--- config.mk ---
export PLATFORM = sky130hd
export DESIGN_NAME = ddo_ctrl
export DESIGN_NICKNAME = d
export VERILOG_FILES = /design/src/differential_drive_odometry_unit_defines.svh /design/src/ddo_pkg.sv /design/src/ddo_ctrl.sv
export SDC_FILE = /design/constraint.sdc
export NUM_CORES = 1
export LEC_CHECK = 0
export BUFFER_PORTS_ARGS = -buffer_cell sky130_fd_sc_hd__buf_4
export CORE_AREA = 4 4 41 43
export DETAILED_ROUTE_END_ITERATION = 16
export DIE_AREA = 0 0 45 47
export PLACE_DENSITY = 0.4
export SETUP_SLACK_MARGIN = 0.3
export SYNTH_ARGS = -nofsm -noshare
export SYNTH_HDL_FRONTEND = slang
export SYNTH_SLANG_ARGS = --single-unit
--- constraint.sdc ---
create_clock -name clk -period 1.5 [get_ports clk]
set_input_delay 0.15 -clock clk [delete_from_list [all_inputs] [get_ports clk]]
set_output_delay 0.15 -clock clk [all_outputs]
set_load 0.02 [all_outputs]
--- src/differential_drive_odometry_unit_defines.svh ---
// ----------------------------------------------------------------------------
// Odometry assertion macros
// Concurrent assertion helpers for the odometry unit; empty under synthesis.
// ----------------------------------------------------------------------------
`ifndef DIFFERENTIAL_DRIVE_ODOMETRY_UNIT_DEFINES_SVH
`define DIFFERENTIAL_DRIVE_ODOMETRY_UNIT_DEFINES_SVH

`ifndef SYNTHESIS
`define DDO_ASSERT_IMPLY(lbl, clk, rst_n, ante, cons) \
	lbl: assert property (@(posedge clk) disable iff (!rst_n) (ante) |-> (cons)) \
		else $error("odometry assertion failed");
`define DDO_ASSERT_NEXT(lbl, clk, rst_n, ante, cons) \
	lbl: assert property (@(posedge clk) disable iff (!rst_n) (ante) |=> (cons)) \
		else $error("odometry assertion failed");
`else
`define DDO_ASSERT_IMPLY(lbl, clk, rst_n, ante, cons)
`define DDO_ASSERT_NEXT(lbl, clk, rst_n, ante, cons)
`endif

`endif

--- src/ddo_pkg.sv ---
// ----------------------------------------------------------------------------
// Odometry package
// Widths, fixed-point constants, reciprocal multipliers, sine table and the
// command bundle between the controller and the datapath.
// ----------------------------------------------------------------------------
package ddo_pkg;

	localparam int COUNT_W       = 11;
	localparam int FRAC_BITS     = 16;
	localparam int POSITION_BITS = 48;
	localparam int LIN_W         = 16;
	localparam int ANG_W         = 19;
	localparam int INT_W         = 32;
	localparam int HEAD_INT_W    = 13;
	localparam int HEADING_W     = HEAD_INT_W + FRAC_BITS;
	localparam int HSUM_W        = HEADING_W + 2;
	localparam int DEG_W         = 9;
	localparam int SINE_W        = 10;
	localparam int TRIG_IDX_W    = 7;

	localparam int HEADING_TURN = 6283;
	localparam logic [HEADING_W-1:0] HEADING_FULL = HEADING_W'(HEADING_TURN) << FRAC_BITS;

	// reciprocal multipliers
	// degrees: floor(h180 / 3141), exact for 21-bit operands
	localparam logic [21:0] K_DEG     = 22'd2734778;
	localparam int          DEG_SHIFT = 33;
	// angular: floor(m / 19), exact for 22-bit operands
	localparam logic [22:0] K_ANG     = 23'd7064091;
	localparam int          ANG_SHIFT = 27;
	// heading step: m * 2^16 / 50, estimate low by at most one
	localparam logic [30:0] K_HEAD     = 31'd1374389534;
	localparam int          HEAD_SHIFT = 20;
	localparam logic [5:0]  HEAD_DIV   = 6'd25;
	// position step: m * 2^16 / 50000, estimate low by at most one
	localparam logic [30:0] K_POS     = 31'd1407374883;
	localparam int          POS_SHIFT = 30;
	localparam logic [12:0] POS_DIV   = 13'd3125;

	localparam logic [SINE_W-1:0] SINE_TABLE [91] = '{
		10'd0,   10'd18,  10'd35,  10'd52,  10'd70,  10'd87,  10'd105, 10'd122,
		10'd139, 10'd156, 10'd174, 10'd191, 10'd208, 10'd225, 10'd242, 10'd259,
		10'd276, 10'd292, 10'd309, 10'd326, 10'd342, 10'd358, 10'd375, 10'd391,
		10'd407, 10'd423, 10'd438, 10'd454, 10'd470, 10'd485, 10'd500, 10'd515,
		10'd530, 10'd545, 10'd559, 10'd574, 10'd588, 10'd602, 10'd616, 10'd629,
		10'd643, 10'd656, 10'd669, 10'd682, 10'd695, 10'd707, 10'd719, 10'd731,
		10'd743, 10'd755, 10'd766, 10'd777, 10'd788, 10'd799, 10'd809, 10'd819,
		10'd829, 10'd839, 10'd848, 10'd857, 10'd866, 10'd875, 10'd883, 10'd891,
		10'd899, 10'd906, 10'd914, 10'd921, 10'd927, 10'd934, 10'd940, 10'd946,
		10'd951, 10'd956, 10'd961, 10'd966, 10'd970, 10'd974, 10'd978, 10'd982,
		10'd985, 10'd988, 10'd990, 10'd993, 10'd995, 10'd996, 10'd998, 10'd999,
		10'd999, 10'd1000, 10'd1000
	};

	function automatic logic [SINE_W-1:0] sine_lookup(input logic [TRIG_IDX_W-1:0] idx);
		logic [SINE_W-1:0] val;
		val = '0;
		if (idx <= TRIG_IDX_W'(90)) begin
			val = SINE_TABLE[idx];
		end
		return val;
	endfunction

	typedef enum logic [2:0] {
		ST_IDLE,
		ST_SCALE,
		ST_DIVIDE,
		ST_PRODUCT,
		ST_QUOTIENT,
		ST_REMAINDER,
		ST_ADVANCE,
		ST_PUBLISH
	} ddo_state_t;

	typedef struct packed {
		logic cfg_write;
		logic load;
		logic scale;
		logic divide;
		logic product;
		logic quotient;
		logic remainder;
		logic advance;
		logic publish;
	} ddo_cmd_t;

endpackage

--- src/ddo_ctrl.sv ---
// ----------------------------------------------------------------------------
// Odometry controller
// Steps one request through the datapath and owns the channel handshakes.
// ----------------------------------------------------------------------------
module ddo_ctrl (
	input  logic              clk,
	input  logic              arst_n,
	input  logic              in_valid,
	output logic              in_stall,
	output logic              out_valid,
	input  logic              out_stall,
	input  logic              cfg_valid,
	output logic              cfg_ready,
	output ddo_pkg::ddo_cmd_t cmd
);
	import ddo_pkg::*;

	ddo_state_t state_q, state_d;
	logic       out_valid_q, out_valid_d;
	logic       out_free;

	always_ff @(posedge clk or negedge arst_n) begin
		if (!arst_n) begin
			state_q     <= ST_IDLE;
			out_valid_q <= 1'b0;
		end else begin
			state_q     <= state_d;
			out_valid_q <= out_valid_d;
		end
	end

	always_comb begin
		state_d       = state_q;
		cmd           = '0;
		cmd.cfg_write = cfg_valid;
		in_stall      = (state_q != ST_IDLE);
		out_free      = !out_valid_q || !out_stall;
		unique case (state_q)
			ST_IDLE: begin
				if (in_valid) begin
					cmd.load = 1'b1;
					state_d  = ST_SCALE;
				end
			end
			ST_SCALE: begin
				cmd.scale = 1'b1;
				state_d   = ST_DIVIDE;
			end
			ST_DIVIDE: begin
				cmd.divide = 1'b1;
				state_d    = ST_PRODUCT;
			end
			ST_PRODUCT: begin
				cmd.product = 1'b1;
				state_d     = ST_QUOTIENT;
			end
			ST_QUOTIENT: begin
				cmd.quotient = 1'b1;
				state_d      = ST_REMAINDER;
			end
			ST_REMAINDER: begin
				cmd.remainder = 1'b1;
				state_d       = ST_ADVANCE;
			end
			ST_ADVANCE: begin
				cmd.advance = 1'b1;
				state_d     = ST_PUBLISH;
			end
			ST_PUBLISH: begin
				if (out_free) begin
					cmd.publish = 1'b1;
					state_d     = ST_IDLE;
				end
			end
			default: begin
				state_d = ST_IDLE;
			end
		endcase
		if (cmd.publish) begin
			out_valid_d = 1'b1;
		end else if (out_stall) begin
			out_valid_d = out_valid_q;
		end else begin
			out_valid_d = 1'b0;
		end
	end

	assign out_valid = out_valid_q;
	assign cfg_ready = 1'b1;

endmodule

==> flow_metrics.env, run 1 <==
export IMPL_fmax_ghz=0.730
export IMPL_wl_um=789
export IMPL_reg2reg_from="state_q[2]$_DFFE_PN0P_"
export IMPL_cts_tree="yes"
export IMPL_worst_setup_path_start_kind="flop"
export IMPL_crit_arrival_ns=1.22
export IMPL_die_area_um2=2120
export IMPL_hold_violations=0
export IMPL_postSynthCellCount=33
export IMPL_critPathMaxFanout=3
export IMPL_leakage_nw=0.230
export IMPL_power_frac_seq_pct=19.2
export IMPL_setup_tns_ns=0
export IMPL_synth_fp_nets=38
export IMPL_ys_top_cells_by_area="dfrtp_1 37%, buf_4 11%, a21oi_1 7.3%, nor3b_1 5.5%, or3_4 4.1%"
export IMPL_nFillCells=150
export IMPL_end_kind="output port"
export IMPL_final_cell_count_no_fill=65
export IMPL_synth_common_cells="4 x a21oi_1, 4 x buf_4, 4 x dfrtp_1"
export IMPL_vias=298
export IMPL_placed_cells=57
export IMPL_fin_nets=57
export IMPL_path_class="reg -> out"
export IMPL_row_count=13
export IMPL_switching_power_mw=0.495
export IMPL_cp_required_ns=1.35
export IMPL_first_global_vias=301
export IMPL_ys_types=20
export IMPL_layout_drive_gt1_share_pct=66.0
export IMPL_ys_seq_elements=4
export IMPL_worstHoldPathType="in -> reg"
export IMPL_clk_latency_ns=0.23
export IMPL_postSynthAreaPerCell_um2=8.30
export IMPL_rsz0062_at_grt="true"
export IMPL_skew_ns=0.00140
export IMPL_die_h_um=47
export IMPL_power_density_nw_per_um2=2370
export IMPL_core_um2=1300
export IMPL_fin_crit_sh_pct=91.3
export IMPL_io_pins=17
export IMPL_min_from="out_stall"
export IMPL_p_comb_share_pct=69.1
export IMPL_grt_pass1_wl_um=1240
export IMPL_gp_congestion=0.695
export IMPL_wire_per_inst_um=12.1
export IMPL_cts_reportedPaths_clkPinSlew_ns=0.04
export IMPL_dpl_hpwl_um=496
export IMPL_clock_sinks=4
export IMPL_cts_root_buf="clkbuf_4"
export IMPL_async_flop_share_pct=100
export IMPL_drv_cap=0
export IMPL_netlist_area_um2=274
export IMPL_synth_edff_count=0
export IMPL_fin_crit_ns=1.37
export IMPL_startpoint="state_q[1]$_DFFE_PN0P_"
export IMPL_clockBufferDepth=2
export IMPL_p_clk_share_pct=11.7
export IMPL_drt_pass1_iterations=4
export IMPL_grt_use_total_pct=8.87
export IMPL_antenna_left=0
export IMPL_gr_total_overflow=0
export IMPL_port_buffers=13
export IMPL_maxSlewViolCount=0
export IMPL_synth_ff_type="dfrtp_1"
export IMPL_detail_route_vias_per_cell=4.58
export IMPL_htree_levels=1
export IMPL_status="completed"
export IMPL_synth_top_cell_by_area="dfrtp_1"
export IMPL_grt_max_degree=12
export IMPL_netlist_area_leader_share_pct=36.5
export IMPL_cellInternalPower_mw=0.640
export IMPL_cts_made_buffers=3
export IMPL_ys_seq_area_share_pct=36.5
export IMPL_setup_viol=0
export IMPL_antenna_found_initial=0
export IMPL_drc=0
export IMPL_start_util_pct=21.1
export IMPL_swShare_pct=43.6
export IMPL_first_iter_violations=1
export IMPL_yosysWarnings=0
export IMPL_area_growth_pct=74.9
export IMPL_vdd_drop_max_v=0.000973
export IMPL_diodes=0
export IMPL_die_width_um=45
-- power by group through the flow --
stage	Sequential, mW	Clock (mW)	Combinational (mW)
after floorplan	0.220	0	0.403
after global placement	0.242	0	0.558
after detailed placement	0.243	0	0.552
after CTS	0.212	0.141	0.708
after global routing	0.227	0.149	0.847
final	0.218	0.133	0.784
-- final timing paths --
check / end / slack (ns) / cells past startpoint
setup / recovery: cmd[7] / 0.13 / 3
hold / removal: out_valid$_DFFE_PN0P_ / 0.16 / 3
setup reg to reg: state_q[2]$_DFFE_PN0P_ / 0.39 / 4
hold reg to reg: out_valid$_DFFE_PN0P_ / 0.56 / 2
max in group asynchronous: state_q[1]$_DFFE_PN0P_ / 1.13 / 2
min in group asynchronous: out_valid$_DFFE_PN0P_ / 0.25 / 2
-- per-stage QoR --
stage	util (%)	hold slack [ns]	cell area [µm²]	power [mW]	worst slack [ns]
detailed placement	28.7	-0.0485	373	0.795	0.291
floorplan	-	-0.146	284	0.623	0.301
global placement	28.7	-0.0517	373	0.801	0.301
CTS	34.9	0.149	454	1.06	0.122
finish	36.8	0.158	479	1.14	0.130
global route	36.8	0.164	479	1.22	0.0817
-- cell usage in the layout, fill, tap and decap left out, types with 2 or more instances in the layout --
cell type / n
a21oi_1: 4
buf_4: 13
buf_6: 5
clkbuf_4: 3
dfrtp_1: 2
dfrtp_2: 2
nand2_1: 2
nand3_1: 2
nor2_4: 2
nor3b_2: 2
-- cell type report --
type	count	area (µm²)	share of cell area, %
Timing Repair Buffer	19	164	34.2
Multi-Input combinational cell	22	161	33.7
Sequential cell	4	103	21.4
Clock buffer	3	22.5	4.70
Tap cell	15	18.8	3.92
Inverter	2	10.0	2.09
-- what timing repair did --
| item | in CTS | in global routing |
|---|---|---|
| hold buffers | 1 | 0 |
| hold endpoints to repair | 4 | 0 |
| resized for setup | 8 | 7 |
| setup endpoints to repair | 9 | 9 |
| buffers inserted | 3 | 0 |
| cloned | 1 | 0 |
-- logic make-up (layout without fill, tap and decap cells) --
family	Yosys count	after routing	share of synthesized area [%]
AO/OA/AOI/OAI	6	6	12.8
buffers and inverters	7	24	15.5
flip-flops	4	4	36.5
other	1	1	1.37
AND/OR/NAND/NOR	15	15	33.8
-- critical path: stages, from the launching register on --
cell and delay, ns:
dfrtp_2 0.40, or3_4 0.38, nor2_4 0.09, buf_6 0.11
-- flip-flops by register name, indices dropped and copies added, names as in the netlist --
register and cells:
state_q 3, out_valid 1
-- routing by layer --
layer / vias up / global-route usage, % / wire (µm)
met4: 0 / 7.60 / 19
li1: 143 / - / -
met3: 2 / 4.60 / 67
met1: 137 / 8.49 / 272
met5: - / 0 / 0
met2: 16 / 14.1 / 429
Power figures use the tool's default switching activity.
==> run 2: changes to the inputs <==
--- a/config.mk
+++ b/config.mk
@@ -7,10 +7,12 @@
 export LEC_CHECK = 0
 export BUFFER_PORTS_ARGS = -buffer_cell sky130_fd_sc_hd__buf_4
 export CORE_AREA = 4 4 41 43
+export CTS_BUF_LIST = sky130_fd_sc_hd__clkbuf_8
 export DETAILED_ROUTE_END_ITERATION = 16
 export DIE_AREA = 0 0 45 47
 export PLACE_DENSITY = 0.4
 export SETUP_SLACK_MARGIN = 0.3
+export SLEW_MARGIN = 20
 export SYNTH_ARGS = -nofsm -noshare
 export SYNTH_HDL_FRONTEND = slang
 export SYNTH_SLANG_ARGS = --single-unit
==> run 2 against run 1 <==
Against the previous run:
- count of clock-buffer cells in the layout unchanged
- combinational power decreased by 5.1%
- routed wire length decreased by 8.2%
- sequential power decreased by 2%
- highest routed layer unchanged
- worst hold slack improved by 0.015 ns
==> flow_metrics.env, run 2 (same netlist as run 1, synthesis figures left out) <==
export IMPL_status="completed"
export IMPL_path_class="reg -> out"
export IMPL_grt_max_degree=12
export IMPL_grt_use_total_pct=8.87
export IMPL_io_pins=17
export IMPL_setup_tns_ns=0
export IMPL_cp_required_ns=1.35
export IMPL_seqCellArea_um2=103
export IMPL_setup_slack_ns=0.153
export IMPL_die_h_um=47
export IMPL_worstHoldPathType="in -> reg"
export IMPL_first_global_vias=298
export IMPL_antenna_found_initial=0
export IMPL_die_width_um=45
export IMPL_vias=287
export IMPL_cts_made_buffers=3
export IMPL_worst_setup_path_start_kind="flop"
export IMPL_drc=0
export IMPL_maxSlewViolCount=0
export IMPL_final_cell_mix="13 x buf_4, 4 x a21oi_1, 4 x buf_6"
export IMPL_setup_viol=0
export IMPL_nFillCells=148
export IMPL_htree_levels=1
export IMPL_final_area_um2=487
export IMPL_core_um2=1300
export IMPL_hold_violations=0
export IMPL_gr_total_overflow=0
export IMPL_end_kind="output port"
export IMPL_cts_tree="yes"
export IMPL_row_count=13
export IMPL_power_density_nw_per_um2=2430
export IMPL_clk_latency_ns=0.22
export IMPL_rsz0062_at_grt="true"
export IMPL_wl_um=724
export IMPL_grt_pass1_wl_um=1240
export IMPL_diodes=0
export IMPL_dpl_hpwl_um=496
export IMPL_largest_reg_flops=3
export IMPL_port_buffers=13
export IMPL_post_dp_cell_area_um2=373
export IMPL_wire_per_inst_um=11.1
export IMPL_final_common_cell="buf_4"
export IMPL_fin_nets=57
export IMPL_path_cells="or3_4 -> nor2_4 -> buf_6"
export IMPL_fmax_ghz=0.743
export IMPL_multiInputGateArea_um2=156
export IMPL_drt_pass1_iterations=4
export IMPL_detail_route_vias_per_cell=4.42
export IMPL_area_growth_pct=77.6
export IMPL_gp_congestion=0.695
export IMPL_fin_crit_sh_pct=89.8
export IMPL_skew_ns=0.00126
export IMPL_clock_sinks=4
export IMPL_drv_cap=0
export IMPL_slowest_delay_ns=0.40
export IMPL_die_area_um2=2120
export IMPL_largest_register="state_q"
export IMPL_clockBufferDepth=2
export IMPL_vdd_drop_max_v=0.00120
export IMPL_critPathMaxFanout=3
export IMPL_cts_reportedPaths_clkPinSlew_ns=0.03
export IMPL_leakage_nw=0.234
export IMPL_dpl_worst_slack_ns=0.291
export IMPL_fin_crit_ns=1.35
export IMPL_antenna_left=0
export IMPL_layout_drive_gt1_share_pct=66.0
export IMPL_crit_slowest_cell="dfrtp_2"
export IMPL_start_util_pct=21.1
export IMPL_cts_root_buf="clkbuf_8"
export IMPL_first_iter_violations=7
export IMPL_crit_arrival_ns=1.20
run 2: cell count changes in the layout (fill, tap and decap cells not counted):
cell      change
nor2_2        +1
nor2_4        -1
clkbuf_4      -3
clkbuf_8      +3
buf_2         +1
buf_6         -1
run 2: layer usage:
| layer | share of wire (%) | up-vias | global-route usage [%] |
|---|---|---|---|
| li1 | - | 140 | - |
| met1 | 34 | 133 | 8.49 |
| met2 | 53 | 12 | 14.1 |
| met3 | 9.7 | 2 | 4.60 |
| met4 | 3.2 | 0 | 7.60 |
| met5 | 0 | - | 0 |
run 2: area by class of cell:
cell class | count | area share [%]
Timing Repair Buffer | 19 | 32.4
Multi-Input combinational cell | 22 | 32.1
Sequential cell | 4 | 21.1
Clock buffer | 3 | 8.48
Tap cell | 15 | 3.86
Inverter | 2 | 2.06
run 2: timing repair:
action                     4_1_cts  5_1_grt
resized for setup                6        6
buffers inserted                 3        0
setup endpoints to repair        9        9
hold endpoints to repair         4        0
hold buffers                     1        0
gates cloned                     1        0
run 2: per-stage QoR:
stage	cells	hold slack (ns)	total power, mW	utilization [%]
6_report	65	0.173	1.18	37.4
5_1_grt	65	0.192	1.28	37.4
4_1_cts	65	0.174	1.13	35.9
3_5_place_dp	57	-0.0485	0.795	28.7
3_3_place_gp	57	-0.0517	0.801	28.7
2_1_floorplan	33	-0.146	0.623	-
run 2: critical path: cells and delay by family, from the launching register on:
kind	cells	cell delay [ns]
buffers and inverters	1	0.11
DFF	1	0.40
and+or+nand+nor	2	0.47
run 2: path summary, 6_finish.rpt:
| path | start | to | slack [ns] | cells past startpoint |
|---|---|---|---|---|
| max | state_q[1]$_DFFE_PN0P_ | cmd[7] | 0.15 | 3 |
| min | out_stall | out_valid$_DFFE_PN0P_ | 0.17 | 3 |
| max reg2reg | state_q[2]$_DFFE_PN0P_ | state_q[2]$_DFFE_PN0P_ | 0.38 | 4 |
| min reg2reg | out_valid$_DFFE_PN0P_ | out_valid$_DFFE_PN0P_ | 0.55 | 2 |
| max in group asynchronous | arst_n | state_q[1]$_DFFE_PN0P_ | 1.11 | 2 |
| min in group asynchronous | arst_n | out_valid$_DFFE_PN0P_ | 0.27 | 2 |
run 2: power breakdown:
part	switching (mW)	internal, mW
clock network	0.0534	0.171
registers	0.0443	0.169
logic	0.382	0.362
total	0.480	0.701
